`config.mk`:
```
export PLATFORM = sky130hd
export DESIGN_NAME = cvc_gain
export DESIGN_NICKNAME = d
export VERILOG_FILES = /design/src/cvc_pkg.sv /design/src/cvc_gain.sv
export SDC_FILE = /design/constraint.sdc
export NUM_CORES = 2
export LEC_CHECK = 0
export ABC_AREA = 1
export CORE_MARGIN = 2
export CORE_UTILIZATION = 55
export DETAILED_ROUTE_END_ITERATION = 10
export DONT_BUFFER_PORTS = 1
export PLACE_DENSITY = 0.7
export SYNTH_ARGS = -nofsm -noshare
export SYNTH_HDL_FRONTEND = slang
export SYNTH_SLANG_ARGS = --single-unit
```
`constraint.sdc`:
```
create_clock -name clk -period 6.2 [get_ports clk]
set_clock_uncertainty 0.15 [all_clocks]
set_input_delay 0.31 -clock clk [delete_from_list [all_inputs] [get_ports clk]]
set_output_delay 0.31 -clock clk [all_outputs]
set_load 0.005 [all_outputs]
```
`src/cvc_pkg.sv`:
```
// Shared types and constants for the spherical/Cartesian velocity converter.
// No dependencies; the top level, cvc_rotator and cvc_gain refer to this package by scoped names.
`default_nettype none

package cvc_pkg;

    // Command codes carried on the cmd port.
    localparam logic CMD_TO_SPH  = 1'b0;
    localparam logic CMD_TO_CART = 1'b1;

    // The CORDIC gain correction is 1/K as an unsigned Q30 value.
    localparam int          GAIN_FRAC  = 30;
    localparam logic [29:0] INV_GAIN   = 30'd652032874;

    // Headroom above the data width for CORDIC growth and negation.
    localparam int          GUARD_BITS = 4;

    // Per-word flags that ride along the whole pipeline.
    typedef struct packed {
        logic cmd;
        logic flip;
        logic phi_on;
        logic th_on;
        logic origin;
    } item_flags_t;

    // Control for one rotator section.
    typedef struct packed {
        logic vec;  // take directions from the sign of b and record them
        logic inv;  // reverse every direction
        logic en;   // rotate at all; otherwise pass the pair through
    } rot_ctl_t;

endpackage

`default_nettype wire

```
`src/cvc_gain.sv`:
```
// Two-stage CORDIC gain correction: multiply by 1/K in Q30, round half away from zero.
// Depends on cvc_pkg for the gain constant.
`default_nettype none

module cvc_gain #(
    parameter int IW    = 36,
    parameter int LANES = 2,
    parameter int SW    = 8
) (
    input  wire logic                        clk,
    input  wire logic                        rst_n,
    input  wire logic                        adv,
    input  wire logic                        in_valid,
    input  wire logic                        in_en,
    input  wire logic [LANES-1:0][IW-1:0]    in_v,
    input  wire logic [SW-1:0]               in_side,
    output logic                             out_valid,
    output logic [LANES-1:0][IW-1:0]         out_v,
    output logic [SW-1:0]                    out_side
);

    localparam int GF   = cvc_pkg::GAIN_FRAC;
    localparam int LO_W = IW / 2;
    localparam int HI_W = IW - LO_W;
    localparam int SUMW = IW + GF + 1;

    // First stage: magnitude split into two halves, each multiplied by the constant.
    logic                              v1_reg;
    logic                              en1_reg;
    logic [SW-1:0]                     side1_reg;
    logic [LANES-1:0]                  neg1_reg;
    logic [LANES-1:0][IW-1:0]          raw1_reg;
    logic [LANES-1:0][LO_W+GF-1:0]     plo1_reg;
    logic [LANES-1:0][HI_W+GF-1:0]     phi1_reg;

    logic [LANES-1:0]                  neg1_next;
    logic [LANES-1:0][LO_W+GF-1:0]     plo1_next;
    logic [LANES-1:0][HI_W+GF-1:0]     phi1_next;

    // Second stage: sum, round and restore the sign, or pass the raw value when in_en is low.
    logic                              v2_reg;
    logic [SW-1:0]                     side2_reg;
    logic [LANES-1:0][IW-1:0]          res2_reg;
    logic [LANES-1:0][IW-1:0]          res2_next;

    always_comb
    begin
        logic [IW-1:0] mag;
        for (int l = 0; l < LANES; l++)
        begin
            neg1_next[l] = in_v[l][IW-1];
            mag          = in_v[l][IW-1] ? (~in_v[l] + 1'b1) : in_v[l];
            plo1_next[l] = {{GF{1'b0}}, mag[LO_W-1:0]} * {{LO_W{1'b0}}, cvc_pkg::INV_GAIN};
            phi1_next[l] = {{GF{1'b0}}, mag[IW-1:LO_W]} * {{HI_W{1'b0}}, cvc_pkg::INV_GAIN};
        end
    end

    always_comb
    begin
        logic [SUMW-1:0] sum;
        logic [IW-1:0]   r;
        for (int l = 0; l < LANES; l++)
        begin
            sum = {1'b0, phi1_reg[l], {LO_W{1'b0}}}
                + {{(HI_W+1){1'b0}}, plo1_reg[l]}
                + (SUMW'(1) << (GF - 1));
            r   = sum[GF +: IW];
            if (!en1_reg)
            begin
                res2_next[l] = raw1_reg[l];
            end
            else if (neg1_reg[l])
            begin
                res2_next[l] = ~r + 1'b1;
            end
            else
            begin
                res2_next[l] = r;
            end
        end
    end

    always_ff @(posedge clk or negedge rst_n)
    begin
        if (!rst_n)
        begin
            v1_reg <= 1'b0;
            v2_reg <= 1'b0;
        end
        else if (adv)
        begin
            v1_reg <= in_valid;
            v2_reg <= v1_reg;
        end
    end

    always_ff @(posedge clk)
    begin
        if (adv)
        begin
            en1_reg   <= in_en;
            side1_reg <= in_side;
            neg1_reg  <= neg1_next;
            raw1_reg  <= in_v;
            plo1_reg  <= plo1_next;
            phi1_reg  <= phi1_next;
            side2_reg <= side1_reg;
            res2_reg  <= res2_next;
        end
    end

    assign out_valid = v2_reg;
    assign out_v     = res2_reg;
    assign out_side  = side2_reg;

endmodule

`default_nettype wire

```
; ---- Yosys cells after proc, flatten, opt, wreduce, memory -nomap -nowiden
; Index checks and enable logic that the tools add are counted.
[op_classes]
muxes = 6
n_addsub = 8
n_bitwise = 4
mul = 4
[ops]
columns = cell, n
row1 = $mux W36, 6
row2 = $mul A18 B29 Y47 const B, 4
row3 = $add A36 B1 Y36 const B, 4
row4 = $not A36 Y36, 4
row5 = $add A66 B30 Y66 const B, 2
row6 = $add A66 B48 Y66, 2
[totals]
wordCells = 36
regBits = 353
output_inout_bits = 81
in_bits = 85

; ---- Longest topological paths before layout
[logic_depth]
ltp_word = 6
ltp_mapped = 38
ltp_nobuf = 38

; ---- Least setup slack after synthesis
; No wires, ideal clock.
[synth_timing]
path_type = input to register
startpoint = input in_v[36] (netlist name)
endpoint = register phi1_reg[88] (netlist name) (data pin)
n_path_buf = 0
t_arrival_ps = 6752
slack_ps = -964
path_stages = 35
setup_time_ps = 262
required_time_ps = 5788
path_cell_list = inv_1 -> ha_1 -> inv_1 -> nor2_1 -> nand3_1 -> nor3_2 -> nand2_1 -> inv_1 -> nand4_1 -> nor2_1 -> a31oi_1 -> xnor2_1 -> inv_1 -> ha_1 -> fa_1 -> inv_1 -> fa_1 -> inv_1 -> fa_1 -> inv_1 -> fa_1 -> fa_1 -> inv_1 -> ha_1 -> a21oi_1 -> o21ai_0 -> a21oi_1 -> o21ai_1 -> a21oi_1 -> o21ai_1 -> nand2_1 -> nand2_1 -> a21oi_1 -> o21ai_1 -> xor2_1
[synth_lines]
columns = element, line
row1 = start: declaration, cvc_gain.sv:15  ; input wire logic [LANES-1:0][IW-1:0] in_v,
row2 = end signal: assignment, cvc_gain.sv:106  ; phi1_reg <= phi1_next;
row3 = end: declaration, cvc_gain.sv:34  ; logic [LANES-1:0][HI_W+GF-1:0] phi1_reg;

==> results.py <==
metrics = {
    "outcome": {
        "status": "complete, but fails checks",
        "violations": "hold timing, setup timing",
    },
    "setup_path": {
        "critPathSlowestCell": "fa_1",
        "cp.required_ns": 6.44,
        "rr_worst_depth": 16,
        "criticalPathCategory": "in -> reg",
        "critPathLaunchType": "primary input",
        "max_stage_delay_ns": 0.60,
        "reg2reg_to": "out_v[8]$_DFFE_PP_",
        "crit_path_max_fanout": 3,
        "r2r_slack_ns": 1.80,
        "reg2reg_from": "plo1_reg[25]$_DFFE_PP_",
        "arrival_ns": 7.08,
        "end_kind": "register",
    },
    "floorplanning": {
        "die_h_microns": 329,
        "die_w_microns": 329,
        "floorplan.die_area_sq_um": 108000,
        "num_rows": 119,
        "start_util": 0.554,
        "io_pins": 166,
        "design.core.area_sq_um": 105000,
    },
    "synthesis": {
        "synth_cells": 6894,
        "synth-main-ff-cell": "edfxtp_1",
        "yosys_warnings": 0,
        "ys_types": 62,
        "netlist_area_sq_um": 58200,
        "async_flop_share": 0.00635,
        "synth_edf_count": 313,
        "syn_area_per_cell_sq_um": 8.44,
        "synth-seq-cells": 315,
        "yosysSeqAreaShare": 0.162,
    },
    "timing": {
        "rsz0062_at_grt": "yes",
        "slew_viol_final": 0,
        "setup_viol": 97,
        "fin_crit_ns": 6.85,
        "timing.final.crit_share": 1.10,
        "tightest_slew_ns": 1.10,
        "hold_viol_final": 96,
        "holdWs_ns": -0.385,
        "worst_slack_ns": -0.645,
        "timing.fmax_ghz": 0.146,
        "max-slew-margin-rel": 0.258,
    },
    "job": {
        "max_cap_violations": 0,
    },
    "clock_tree": {
        "cts.clk_slew.worst_paths_ns": 0.06,
        "clock_latency_ns": 0.66,
        "clk_root_buffer_cell": "clkbuf_16",
        "cts.sinks": 315,
        "clockBufferDepth": 3,
        "holdBufCountCts": 87,
        "h-tree-depth": 2,
        "tritoncts": "built",
        "numCtsBuffers": 41,
    },
    "drt": {
        "dr.pass1.iters": 8,
        "wirelength_mm": 206,
        "ant_nets": 0,
        "drc_errors": 0,
        "drt_iter0_markers": 4237,
        "vias": 51800,
        "vias_per_cell": 5.36,
        "wire_per_inst_microns": 21.4,
    },
    "placement": {
        "dpl.hpwl_mm": 173,
        "post_dp_cell_area_sq_um": 69500,
        "gp_congestion": 1.04,
        "portBuffers": 0,
    },
    "layout": {
        "area_growth_pct": 30.9,
        "stdcell_area_sq_um": 76200,
        "final_common_cell": "inv_1",
        "layout.nets": 9902,
        "drive_above_1_share": 0.270,
        "largest_register_ffs": 94,
        "layout_common_cells": "1719 x inv_1, 1153 x buf_4, 1081 x nand2_1",
    },
    "grt": {
        "grt_pass1_vias": 53400,
        "globalRouteOverflowTotal": 0,
        "antenna_found_initial": 10,
        "grt_pass1_wl_mm": 308,
        "grt_max_degree": 318,
        "grtUsageTotal": 0.379,
    },
    "worst_hold_path": {
        "worstHoldStart": "adv",
        "holdPathEnd": "side1_reg[3]$_DFFE_PP_",
        "holdPathStages": 0,
        "hp-class": "in -> reg",
    },
}
how the worst max path moves through the flow:
stage / startpoint / endpoint / slack, ns / cells past startpoint
after floorplan: in_v[1] / phi1_reg[41]$_DFFE_PP_ / -0.80 / 36
after global placement: in_v[37] / phi1_reg[94]$_DFFE_PP_ / -1.43 / 35
after detailed placement: in_v[0] / phi1_reg[41]$_DFFE_PP_ / -1.52 / 36
after CTS: in_v[1] / phi1_reg[41]$_DFFE_PP_ / -0.64 / 39
after global routing: in_v[0] / phi1_reg[41]$_DFFE_PP_ / -0.86 / 38
final: in_v[1] / phi1_reg[41]$_DFFE_PP_ / -0.65 / 36
logic make-up (layout without fill, tap and decap cells):
family	Yosys count	after routing	share of synthesized area
compound gates	640	640	0.0620
xor+xnor	244	244	0.0377
fa+ha+maj	1594	1594	0.453
buf+inv	1929	3289	0.125
flops	315	315	0.162
other cells	2	8	0.000129
simple gates	2170	2170	0.161
stage by stage:
stage | hold WS [ns] | setup TNS (ns) | util | setup slack, ns | std cells
floorplan | -0.136 | -25.61 | - | -0.800 | 6896
global placement | -0.136 | -122.02 | 0.661 | -1.43 | 9367
detailed placement | -0.136 | -128.74 | 0.661 | -1.52 | 9367
CTS | -0.391 | -28.84 | 0.702 | -0.644 | 9596
global route | -0.417 | -52.96 | 0.725 | -0.859 | 9648
finish | -0.385 | -30.54 | 0.725 | -0.645 | 9651
area by class of cell:
cell class,instances,area (sq um)
Clock buffer,42,1030
Tap cell,1391,1740
Multi-Input combinational cell,4652,45900
Antenna cell,4,10.0
Sequential cell,315,9450
Timing Repair Buffer,1315,10400
Inverter,1898,7250
Fill cell,8084,28900
Clock inverter,34,394
Yosys cell counts, types with 4 or more instances:
cell	number	area share
inv_2	36	0.0023
a21o_1	10	0.0013
nand4_1	81	0.0087
and2_1	4	0.00043
a211oi_1	4	0.00052
buf_1	5	0.00032
or2_2	14	0.0015
o221ai_1	6	0.00090
o21ai_0	167	0.014
nor3_2	5	0.00086
ha_1	741	0.16
nor4_1	16	0.0017
nor2_2	32	0.0034
o31ai_1	10	0.0013
a31oi_1	65	0.0070
fa_1	853	0.29
nor3_1	44	0.0038
buf_2	4	0.00034
o21a_1	27	0.0035
edfxtp_1	313	0.16
nor2_4	7	0.0014
a21oi_1	263	0.023
nand3_1	257	0.022
clkinv_1	8	0.00052
o21ai_1	30	0.0026
a21boi_1	4	0.00052
inv_1	1854	0.12
nand3_2	8	0.0014
xor2_1	174	0.026
clkbuf_1	22	0.0014
nand2_2	54	0.0058
xnor2_1	64	0.0096
a21boi_0	4	0.00052
o21bai_1	21	0.0027
nand2_1	1160	0.075
a21oi_2	5	0.00075
nand3b_1	16	0.0021
o211ai_1	10	0.0013
nor2_1	455	0.029
critical path: cells and delay by family:
family	cells	cell delay, ns
AND/OR/NAND/NOR	9	1.20
buffers and inverters	11	0.80
AO/OA/AOI/OAI	7	1.10
XOR/XNOR	2	0.35
adder cells (fa/ha/maj)	7	3.34
timing repair:
item,in CTS,in global routing
resized for setup,377,484
pin swaps,205,292
hold endpoints to repair,400,313
buffers inserted,72,71
setup endpoints to repair,115,123
gates cloned,0,0
per-layer routing:
layer | part of all wire | up-vias | GRT usage
met5 | 0.000063 | - | 0
met4 | 0.052 | 2 | 0.157
met3 | 0.079 | 469 | 0.0713
met2 | 0.46 | 1945 | 0.607
met1 | 0.41 | 25400 | 0.507
li1 | - | 23900 | -
Power is left out: the tool's default activity adds up to more than one toggle a clock period on the data nets, which glitch-free logic cannot reach.
