--- src/cvc_outbuf.sv ---
// Output clipping and two-entry result buffer (output register plus skid entry).
// No package dependency; widths come from the parameters.
`default_nettype none

module cvc_outbuf #(
    parameter int W  = 32,
    parameter int IW = 36
) (
    input  wire logic                  clk,
    input  wire logic                  rst_n,
    input  wire logic                  in_valid,
    input  wire logic [IW-1:0]         in_a,
    input  wire logic [IW-1:0]         in_b,
    input  wire logic [IW-1:0]         in_c,
    input  wire logic                  in_origin,
    output logic                       ready,
    output logic                       out_valid,
    input  wire logic                  out_ready,
    output logic signed [W-1:0]        out_a,
    output logic signed [W-1:0]        out_b,
    output logic signed [W-1:0]        out_c,
    output logic                       out_origin,
    output logic                       out_sat
);

    localparam int PW = 3 * W + 2;

    // Returns {clipped, value}.
    function automatic logic [W:0] clip(input logic [IW-1:0] v);
        logic [W:0] r;
        logic       fits;
        fits = (&v[IW-1:W-1]) | ~(|v[IW-1:W-1]);
        if (fits)
        begin
            r = {1'b0, v[W-1:0]};
        end
        else
        begin
            r = {1'b1, v[IW-1], {(W-1){~v[IW-1]}}};
        end
        return r;
    endfunction

    logic          out_valid_reg;
    logic          skid_valid_reg;
    logic [PW-1:0] out_reg;
    logic [PW-1:0] skid_reg;
    logic [PW-1:0] in_word;
    logic [W:0]    ca;
    logic [W:0]    cb;
    logic [W:0]    cc;
    logic          push;
    logic          take;

    assign ca      = clip(in_a);
    assign cb      = clip(in_b);
    assign cc      = clip(in_c);
    assign in_word = {in_origin, ca[W] | cb[W] | cc[W], ca[W-1:0], cb[W-1:0], cc[W-1:0]};

    assign ready = ~skid_valid_reg;
    assign push  = in_valid & ~skid_valid_reg;
    assign take  = out_valid_reg & out_ready;

    always_ff @(posedge clk or negedge rst_n)
    begin
        if (!rst_n)
        begin
            out_valid_reg  <= 1'b0;
            skid_valid_reg <= 1'b0;
        end
        else if (skid_valid_reg)
        begin
            if (take)
            begin
                skid_valid_reg <= 1'b0;
            end
        end
        else if (push)
        begin
            if (out_valid_reg && !out_ready)
            begin
                skid_valid_reg <= 1'b1;
            end
            out_valid_reg <= 1'b1;
        end
        else if (take)
        begin
            out_valid_reg <= 1'b0;
        end
    end

    always_ff @(posedge clk)
    begin
        if (skid_valid_reg)
        begin
            if (take)
            begin
                out_reg <= skid_reg;
            end
        end
        else if (push)
        begin
            if (!out_valid_reg || out_ready)
            begin
                out_reg <= in_word;
            end
            else
            begin
                skid_reg <= in_word;
            end
        end
    end

    assign out_valid  = out_valid_reg;
    assign out_origin = out_reg[PW-1];
    assign out_sat    = out_reg[PW-2];
    assign out_a      = out_reg[3*W-1:2*W];
    assign out_b      = out_reg[2*W-1:W];
    assign out_c      = out_reg[W-1:0];

endmodule

`default_nettype wire

--- config.mk ---
export PLATFORM = sky130hd
export DESIGN_NAME = cvc_outbuf
export DESIGN_NICKNAME = d
export VERILOG_FILES = /design/src/cvc_outbuf.sv
export SDC_FILE = /design/constraint.sdc
export NUM_CORES = 1
export LEC_CHECK = 0
export BUFFER_PORTS_ARGS = -buffer_cell sky130_fd_sc_hd__buf_4
export CAP_MARGIN = 0
export CORE_ASPECT_RATIO = 1.4
export CORE_MARGIN = 2
export CORE_UTILIZATION = 53
export DETAILED_ROUTE_END_ITERATION = 8
export HOLD_SLACK_MARGIN = 0.06
export PLACE_DENSITY_LB_ADDON = 0.12
export SETUP_SLACK_MARGIN = 0.4
export SLEW_MARGIN = 20
export SYNTH_ARGS = -nofsm -noshare
export SYNTH_HDL_FRONTEND = slang
export SYNTH_SLANG_ARGS = --single-unit
--- constraint.sdc ---
create_clock -name clk -period 8.6 [get_ports clk]
set_clock_uncertainty 0.05 [all_clocks]
set_input_delay 0.43 -clock clk [delete_from_list [all_inputs] [get_ports clk]]
set_output_delay 0.43 -clock clk [all_outputs]
set_load 0.01 [all_outputs]
**After elaboration in Yosys (flattened, before gate mapping)**

Index checks and enable logic that the tools add are counted.

- Bitwise operators: 15
- Reductions and logical operators: 16
- Multiplexer cells: 13
- Equal/unequal tests: 1

Operator list:

| kind | number |
|---|---|
| $mux W98 | 4 |
| $mux W33 | 3 |
| $reduce_and A5 Y1 | 3 |
| $reduce_or A5 Y1 | 3 |
| $not A1 Y1 | 8 |
| $mux W1 | 6 |
| $reduce_and A3 Y1 | 2 |
| $reduce_bool A2 Y1 | 3 |
| $or A1 B1 Y1 | 5 |
| $and A1 B1 Y1 | 2 |
| $logic_not A1 Y1 | 2 |
| $ne A2 B1 Y1 const B | 1 |
| $reduce_and A2 Y1 | 1 |
| $logic_and A1 B1 Y1 | 1 |
| $logic_or A1 B1 Y1 | 1 |

- Logic and storage cells: 49
- Register bits: 198
- Output and inout port bits: 100
- Input bits: 113

**Logic depth before layout (Yosys ltp)**

Gate-level depths: netlist of run 1.

- Depth after elaboration: 9
- Depth in mapped cells: 7
- Gate-level depth less buffers: 4

**Worst setup path before layout of run 1**

No wires, ideal clock.

- Kind: register to register
- Start point: register skid_valid_reg
- End point: register out_reg[0] (enable)
- Library setup time: 0.587 ns
- Period minus slack after synthesis: 6.300 ns
- Cell stages (with the launch flop): 6
- Slack: 2.300 ns
- Data required time: 7.963 ns
- Buffers on the path: 2
- Arrival time: 5.663 ns
- Path through: dfrtp_1 > buf_2 > inv_2 > buf_2 > nand2_1 > a21oi_1

- Word-level cells in the longest chain between the ends: 4
- Elaborated cells between the ends (all ways): 6
- Classes of those cells: 1 x eq/ne; 2 x bitwise; 3 x reduce/logical

RTL lines:

| element | line | RTL |
|---|---|---|
| from (decl) | 45 | `logic skid_valid_reg;` |
| from (signal assigned) | 69 | `skid_valid_reg <= 1'b0;` |
| from (signal assigned) | 75 | `skid_valid_reg <= 1'b0;` |
| from (signal assigned) | 82 | `skid_valid_reg <= 1'b1;` |
| $not A1 Y1 (no line) | - |  |
| $and A1 B1 Y1 | 61 | `assign push = in_valid & ~skid_valid_reg;` |
| $reduce_bool A2 Y1 (no line) | - |  |
| $reduce_and A3 Y1 (no line) * | - |  |
| to (signal assigned) | 98 | `out_reg <= skid_reg;` |
| to (signal assigned) | 105 | `out_reg <= in_word;` |
| to (decl) | 46 | `logic [PW-1:0] out_reg;` |

Mark *: on every way between the ends. The rest lies on a longest branch, timed or not.
A chain may end at the register's enable or synchronous reset.

**Worst setup path in the final report of run 1**

- Start point: register skid_valid_reg
- End point: register out_reg[78] (enable)

Same word-level chain as after synthesis.

==> run metrics, run 1 <==
status=finished clean; Final period util=a little over a third; Final Net Count=approximately 800; final WL=about 17000 microns; TritonCTS buffer count=17; GR Util All Layers=between 20% and 30%; post-route setup TNS=0 ns; syn_nets=around 600; post-DR wirelength/cell=19.0 microns; WL met3=roughly 1100 microns; Via-to-Cell Ratio=5.42; layout cells sized above 1=between 40% and 50%; CTS tree=done; Worst R2R End=out_reg[78]; Hold Startpoint=in_origin; DRT met1 WL=~6800 microns; PD cells=309 nW/um^2; Post-Layout Cell Count=around 890; Avg Inst Size Synth=16.7 sq um; DRC=0; maximum VDD drop=between 0.2 and 0.25 mV; placed insts=around 860; Ports=between 200 and 250; cell area after synthesis=approximately 8000 sq um; DR pass1 iterations=4; leakage power=a little over 4 nW; core box area=~15000 sq um; vias in the first global route=between 4000 and 5000; Reg clk slew, reported paths=approximately 0.07 ns; MaxCap Viol Count=0; Seq/Total Area, Yosys=between 70 and 80%; Endpoint, Worst Hold=skid_reg[97]; CP required=approximately 8.6 ns; max-slew violation count=0; antenna violations before repair=0; RSZ-0062 raised after global routing=false; Starting Density=about 54%; gpl congestion=around 0.80; r2r setup slk=5.52 ns; Antenna Violating Nets Remaining=0; largest net degree at the start of global routing=64; Placement Rows=53; kind of critical path=flop to flop; DP HPWL=approximately 11000 microns; Synth Register Bits=slightly below 200; die width=around 110 microns; Final Critical Period=3.08 ns; first-pass GRT wire length=25700 microns; fin util=just under 70%; final setup vio count=0; Vias=4844; Die Span Y=around 150 microns; RR Startpoint=skid_valid_reg; met2 WL=~8800 microns; IO buf count=between 200 and 250; n_diodes=0; CTS Root Cell=clkbuf_16; Design Power=approximately 0.0032 W; cells on worst reg2reg path=4; Clock Sinks=198; commonest cells after routing, fill and taps aside=buf_4, edfxtp_1, mux2_2, nand2_1, a21o_1; Slew headroom=~32%; max layer used=met4; Max H-tree Level=4; die area=roughly 16000 sq um; Max Clk Rate=around 320 MHz; Initial DRC Count=250; final hold viol count=0; crit end category=flop; area delta synth->final=28.0%; CP max FO=63; gr ovfl total=0; Post-Syn Instances=about 490; Least-Margin Pin Slew=approximately 1.0 ns; PostCTS Resize Cnt=0; Yosys cell types=26; commonest non-fill, non-tap cell in the layout=buf_4; clock latency on the worst-skew pair=approximately 0.42 ns; Clock Path Buffers=2; WHS Path Cells=1; crit path DAT=between 3 and 4 ns; Synth Warn #=0; kind of start point of the critical path=flop; hold crit path type=input pin to flop
==> report_power, final <==
part           internal (W)  leakage, nW  switching (W)
Combinational      0.000477         2.01       0.000482
Clock              0.000379        0.270       0.000367
Sequential          0.00142         1.83      0.0000911
==> cells in the mapped netlist, drive strengths merged <==
library cell,n,area (sq um)
a21o,62,465
a21oi,3,15.0
a2bb2oi,31,334
a31oi,1,6.26
and2,2,12.5
and3,1,6.26
and4,1,8.76
buf,25,180
clkbuf,12,45.0
dfrtp,2,50.1
edfxtp,196,5890
inv,2,7.50
mux2,67,754
nand2,68,255
nand4,2,12.5
nor2,3,11.3
nor2b,1,6.26
nor4,3,37.5
nor4b,1,15.0
o21ai,1,5.00
or2,1,6.26
==> layer usage <==
layer / vias up / track usage (%)
li1: 2267 / -
met4: 0 / 7.05
met5: - / 0
met1: 2367 / 26.7
met2: 183 / 34.6
met3: 27 / 5.80
==> worst max path at each step <==
stage / from / endpoint / slack (ns) / depth (start not counted)
floorplan: skid_valid_reg / out_reg[0] / 2.30 / 5
global placement: skid_valid_reg / out_reg[73] / 5.15 / 4
detailed placement: skid_valid_reg / out_reg[71] / 5.07 / 4
CTS: skid_valid_reg / out_reg[79] / 5.04 / 4
global route: skid_valid_reg / out_reg[79] / 5.31 / 4
finish: skid_valid_reg / out_reg[78] / 5.52 / 4
==> repair_timing <==
| action | CTS | global route |
|---|---|---|
| hold buffers | 1 | 0 |
| endpoints found under the setup margin | 0 | 0 |
| setup buffers | 0 | 0 |
| endpoints found under the hold margin | 2 | 0 |
==> metrics by stage <==
step	instance area (sq um)	hold WS [ns]	worst slack (ns)
after floorplan	8120	0.0844	2.30
after global placement	9800	0.170	5.15
after detailed placement	9800	0.171	5.07
after CTS	10400	0.137	5.04
after global routing	10400	0.136	5.31
final	10400	0.154	5.52
==> cell families after synthesis <==
family | count (synthesis) | share of synthesized area [%]
DFF | 198 | 73.1
AOI/OAI and AO/OA | 98 | 10.2
and+or+nand+nor | 83 | 4.58
muxes | 67 | 9.29
buffers and inverters | 39 | 2.87
==> cell type report <==
cell class              count  area [sq um]
clock buffers              18           429
clock inverters            14           121
fillers                  1081          4590
inverters                   2          10.0
multi-input cells         248          1980
flip-flops and latches    198          5940
well taps                 192           240
repair buffers            221          1680
==> critical path: stages (launching register included) <==
cell and delay, ns:
dfrtp_1 0.49, inv_4 0.53, nand2_1 0.23, a21oi_4 0.57
buf_4 0.77
No activity file was read; power rests on OpenSTA's default activity.
==> run 2, diff against run 1 <==
--- a/config.mk
+++ b/config.mk
@@ -5,6 +5,7 @@
 export SDC_FILE = /design/constraint.sdc
 export NUM_CORES = 1
 export LEC_CHECK = 0
+export ABC_AREA = 1
 export BUFFER_PORTS_ARGS = -buffer_cell sky130_fd_sc_hd__buf_4
 export CAP_MARGIN = 0
 export CORE_ASPECT_RATIO = 1.4
==> constraint.sdc (replaced) <==
create_clock -name clk -period 2.9 [get_ports clk]
set_clock_uncertainty 0.05 [all_clocks]
set_input_delay 0.145 -clock clk [delete_from_list [all_inputs] [get_ports clk]]
set_output_delay 0.145 -clock clk [all_outputs]
set_load 0.01 [all_outputs]
==> run metrics, run 2 <==
status=finished clean; Max Clk Rate=between 400 and 500 MHz; Final period util=between 60% and 70%; Starting Density=between 50% and 60%; Clock Path Buffers=2; die width=~110 microns; CTS tree=done; adder-cell share of the synthesized area=0%; commonest cells after routing, fill and taps aside=nand2_1, buf_4, edfxtp_1, dlygate4sd3_1, nor2_1; Fill cells=around 1000; CP max FO=31; Die Span Y=151 microns; Seq/Total Area, Yosys=72.3%; post-DR wirelength/cell=about 16 microns; slowest CP cell=nand2_2; PD cells=roughly 830 nW/um^2; MaxCap Viol Count=0; kind of start point of the critical path=input pin; maximum VDD drop=between 0.5 and 0.6 mV; layout cells sized above 1=between 20% and 30%; TritonCTS buffer count=17; Yosys cell types=20; area delta synth->final=39.3%; crit end category=flop; Commonest cells post-synth=nand2_1, edfxtp_1, nor2_1, a31oi_1, nand2_2; final setup vio count=0; Ports=213; Synth Register Bits=just under 200; placed insts=roughly 1100; vias in the first global route=6150; Post-Syn Instances=700; post-synthesis simple-gate area fraction=18.4%; CP required=between 3 and 4 ns; Clock Sinks=198; flip-flop and latch area=between 5000 and 6000 sq um; Via-to-Cell Ratio=approximately 5.2; CP max stage delay=0.71 ns; GR Util All Layers=a little under a quarter; Avg Inst Size Synth=approximately 12 sq um; Initial DRC Count=420; clock latency on the worst-skew pair=around 0.42 ns; CTS Root Cell=clkbuf_16; Synth Warn #=0; final hold viol count=0; most used cell, CP=nand2_1; commonest non-fill, non-tap cell in the layout=nand2_1; r2r setup slk=1.06 ns; die area=around 17000 sq um; Post-Layout Cell Count=between 1000 and 1500; leakage power=4.68 nW; n_diodes=0; IO buf count=approximately 210; final WL=slightly below 20000 microns; EDFF count, synth=between 150 and 200; main combinational cell family by area after synthesis=simple AND/OR/NAND/NOR gates; Vias=6233; Max H-tree Level=4; DP HPWL=11700 microns; hold crit path type=input pin to flop; crit-path cells=dlygate4sd3_1, buf_4, inv_1, nand3_2, nand2_2, nand2_1, nand2_1, nand2_1; max-slew violation count=0; worst setup margin=roughly 0.9 ns; post-route setup TNS=0 ns; DRC=0; Slew headroom=a little under two fifths; syn_nets=813; largest net degree at the start of global routing=98; DR pass1 iterations=5; Yosys top cell by area=edfxtp_1; main flop type after synthesis=edfxtp_1; most common cell in the netlist=nand2_1; core box area=15100 sq um; gr ovfl total=0; Synth top area share=a little under three quarters; kind of critical path=input pin to flop; cell area after synthesis=roughly 8200 sq um; Placement Rows=53; Async SR Flop Fraction=just over 1%; Antenna Violating Nets Remaining=0; WHS Path Cells=4; first-pass GRT wire length=roughly 30000 microns; Final Net Count=~1100; antenna violations before repair=0; gpl congestion=roughly 0.76; Post-Synth XOR/XNOR Area=0%; Synth Area in Compound Gates=between 5 and 6%; mux cell area share after synthesis=0%; Final Critical Period=2.00 ns; Least-Margin Pin Slew=0.942 ns; crit path DAT=roughly 2.1 ns; area of the multi-input gates=roughly 2000 sq um; RSZ-0062 raised after global routing=false; cells on worst reg2reg path=3; top post-synthesis cells by area=edfxtp_1, nand2_1, a31oi_1, nor2_1, nand2_2; Reg clk slew, reported paths=approximately 0.06 ns; pre-CTS setup slack=just over 1 ns
[run 2: cell count changes in the layout (fill, tap and decap cells not counted), sizes merged, moves of 3 or more]
cell and change:
a21o -62, a2bb2oi -31, a31oi +61, buf +4, dlygate4sd3 +99, inv +5
mux2 -67, nand2 +235, nor2 +69, nor4 -3, o21ai +5
[run 2: timing repair]
item                                   CTS  global route
buffers inserted                         0             0
endpoints found under the hold margin  152             0
hold buffers                           100             0
gates resized for setup                  0             0
[run 2: worst paths after layout]
check	from	to
worst max-delay path	in_c[35]	out_reg[0]
worst min-delay path	in_valid	out_valid
worst max register to register	skid_valid_reg	out_reg[88]
worst min register to register	skid_reg[17]	out_reg[17]
max in group asynchronous	rst_n	skid_valid_reg
min in group asynchronous	rst_n	out_valid
[run 2: layer usage]
layer | GRT usage [%] | up-vias | routed length, microns
met5 | 0 | - | 0
met1 | 30.3 | 2931 | 7410
met3 | 4.82 | 35 | 1350
met4 | 8.80 | 0 | 448
li1 | - | 3002 | -
met2 | 40.3 | 265 | 10200
[run 2: critical path, delay by kind of cell]
| kind | cells | cell delay (ns) |
|---|---|---|
| buf+inv | 3 | 0.81 |
| simple gates | 5 | 1.16 |
[run 2: where the power goes]
part / total, W / switching (W) / internal (W)
clock network: 0.00219 / 0.00106 / 0.00113
logic: 0.00291 / 0.00173 / 0.00118
registers: 0.00444 / 0.000237 / 0.00420
total: 0.00955 / 0.00304 / 0.00651
[run 2: cells by family (layout without fill, tap and decap cells)]
family | after synthesis | in the layout
AO/OA/AOI/OAI | 70 | 70
buffers and inverters | 54 | 362
flip-flops | 198 | 198
AND/OR/NAND/NOR | 378 | 378
[run 2: layout make-up]
class	count	area share, %
clock buffers	19	3.78
clock inverters	13	1.02
inverters	6	0.219
multi-input cells	448	17.4
flip-flops and latches	198	51.9
well taps	192	2.10
repair buffers	324	23.7
[run 2: per-stage QoR]
stage / power, W / cell area, sq um / util, % / hold slack, ns
6_report: 0.00955 / 11400 / 75.7 / 0.124
5_1_grt: 0.0101 / 11400 / 75.7 / 0.142
3_5_place_dp: 0.00731 / 9890 / 65.4 / -0.112
2_1_floorplan: 0.00602 / 8240 / - / -0.201
4_1_cts: 0.00959 / 11400 / 75.7 / 0.104
3_3_place_gp: 0.00722 / 9890 / 65.4 / -0.116
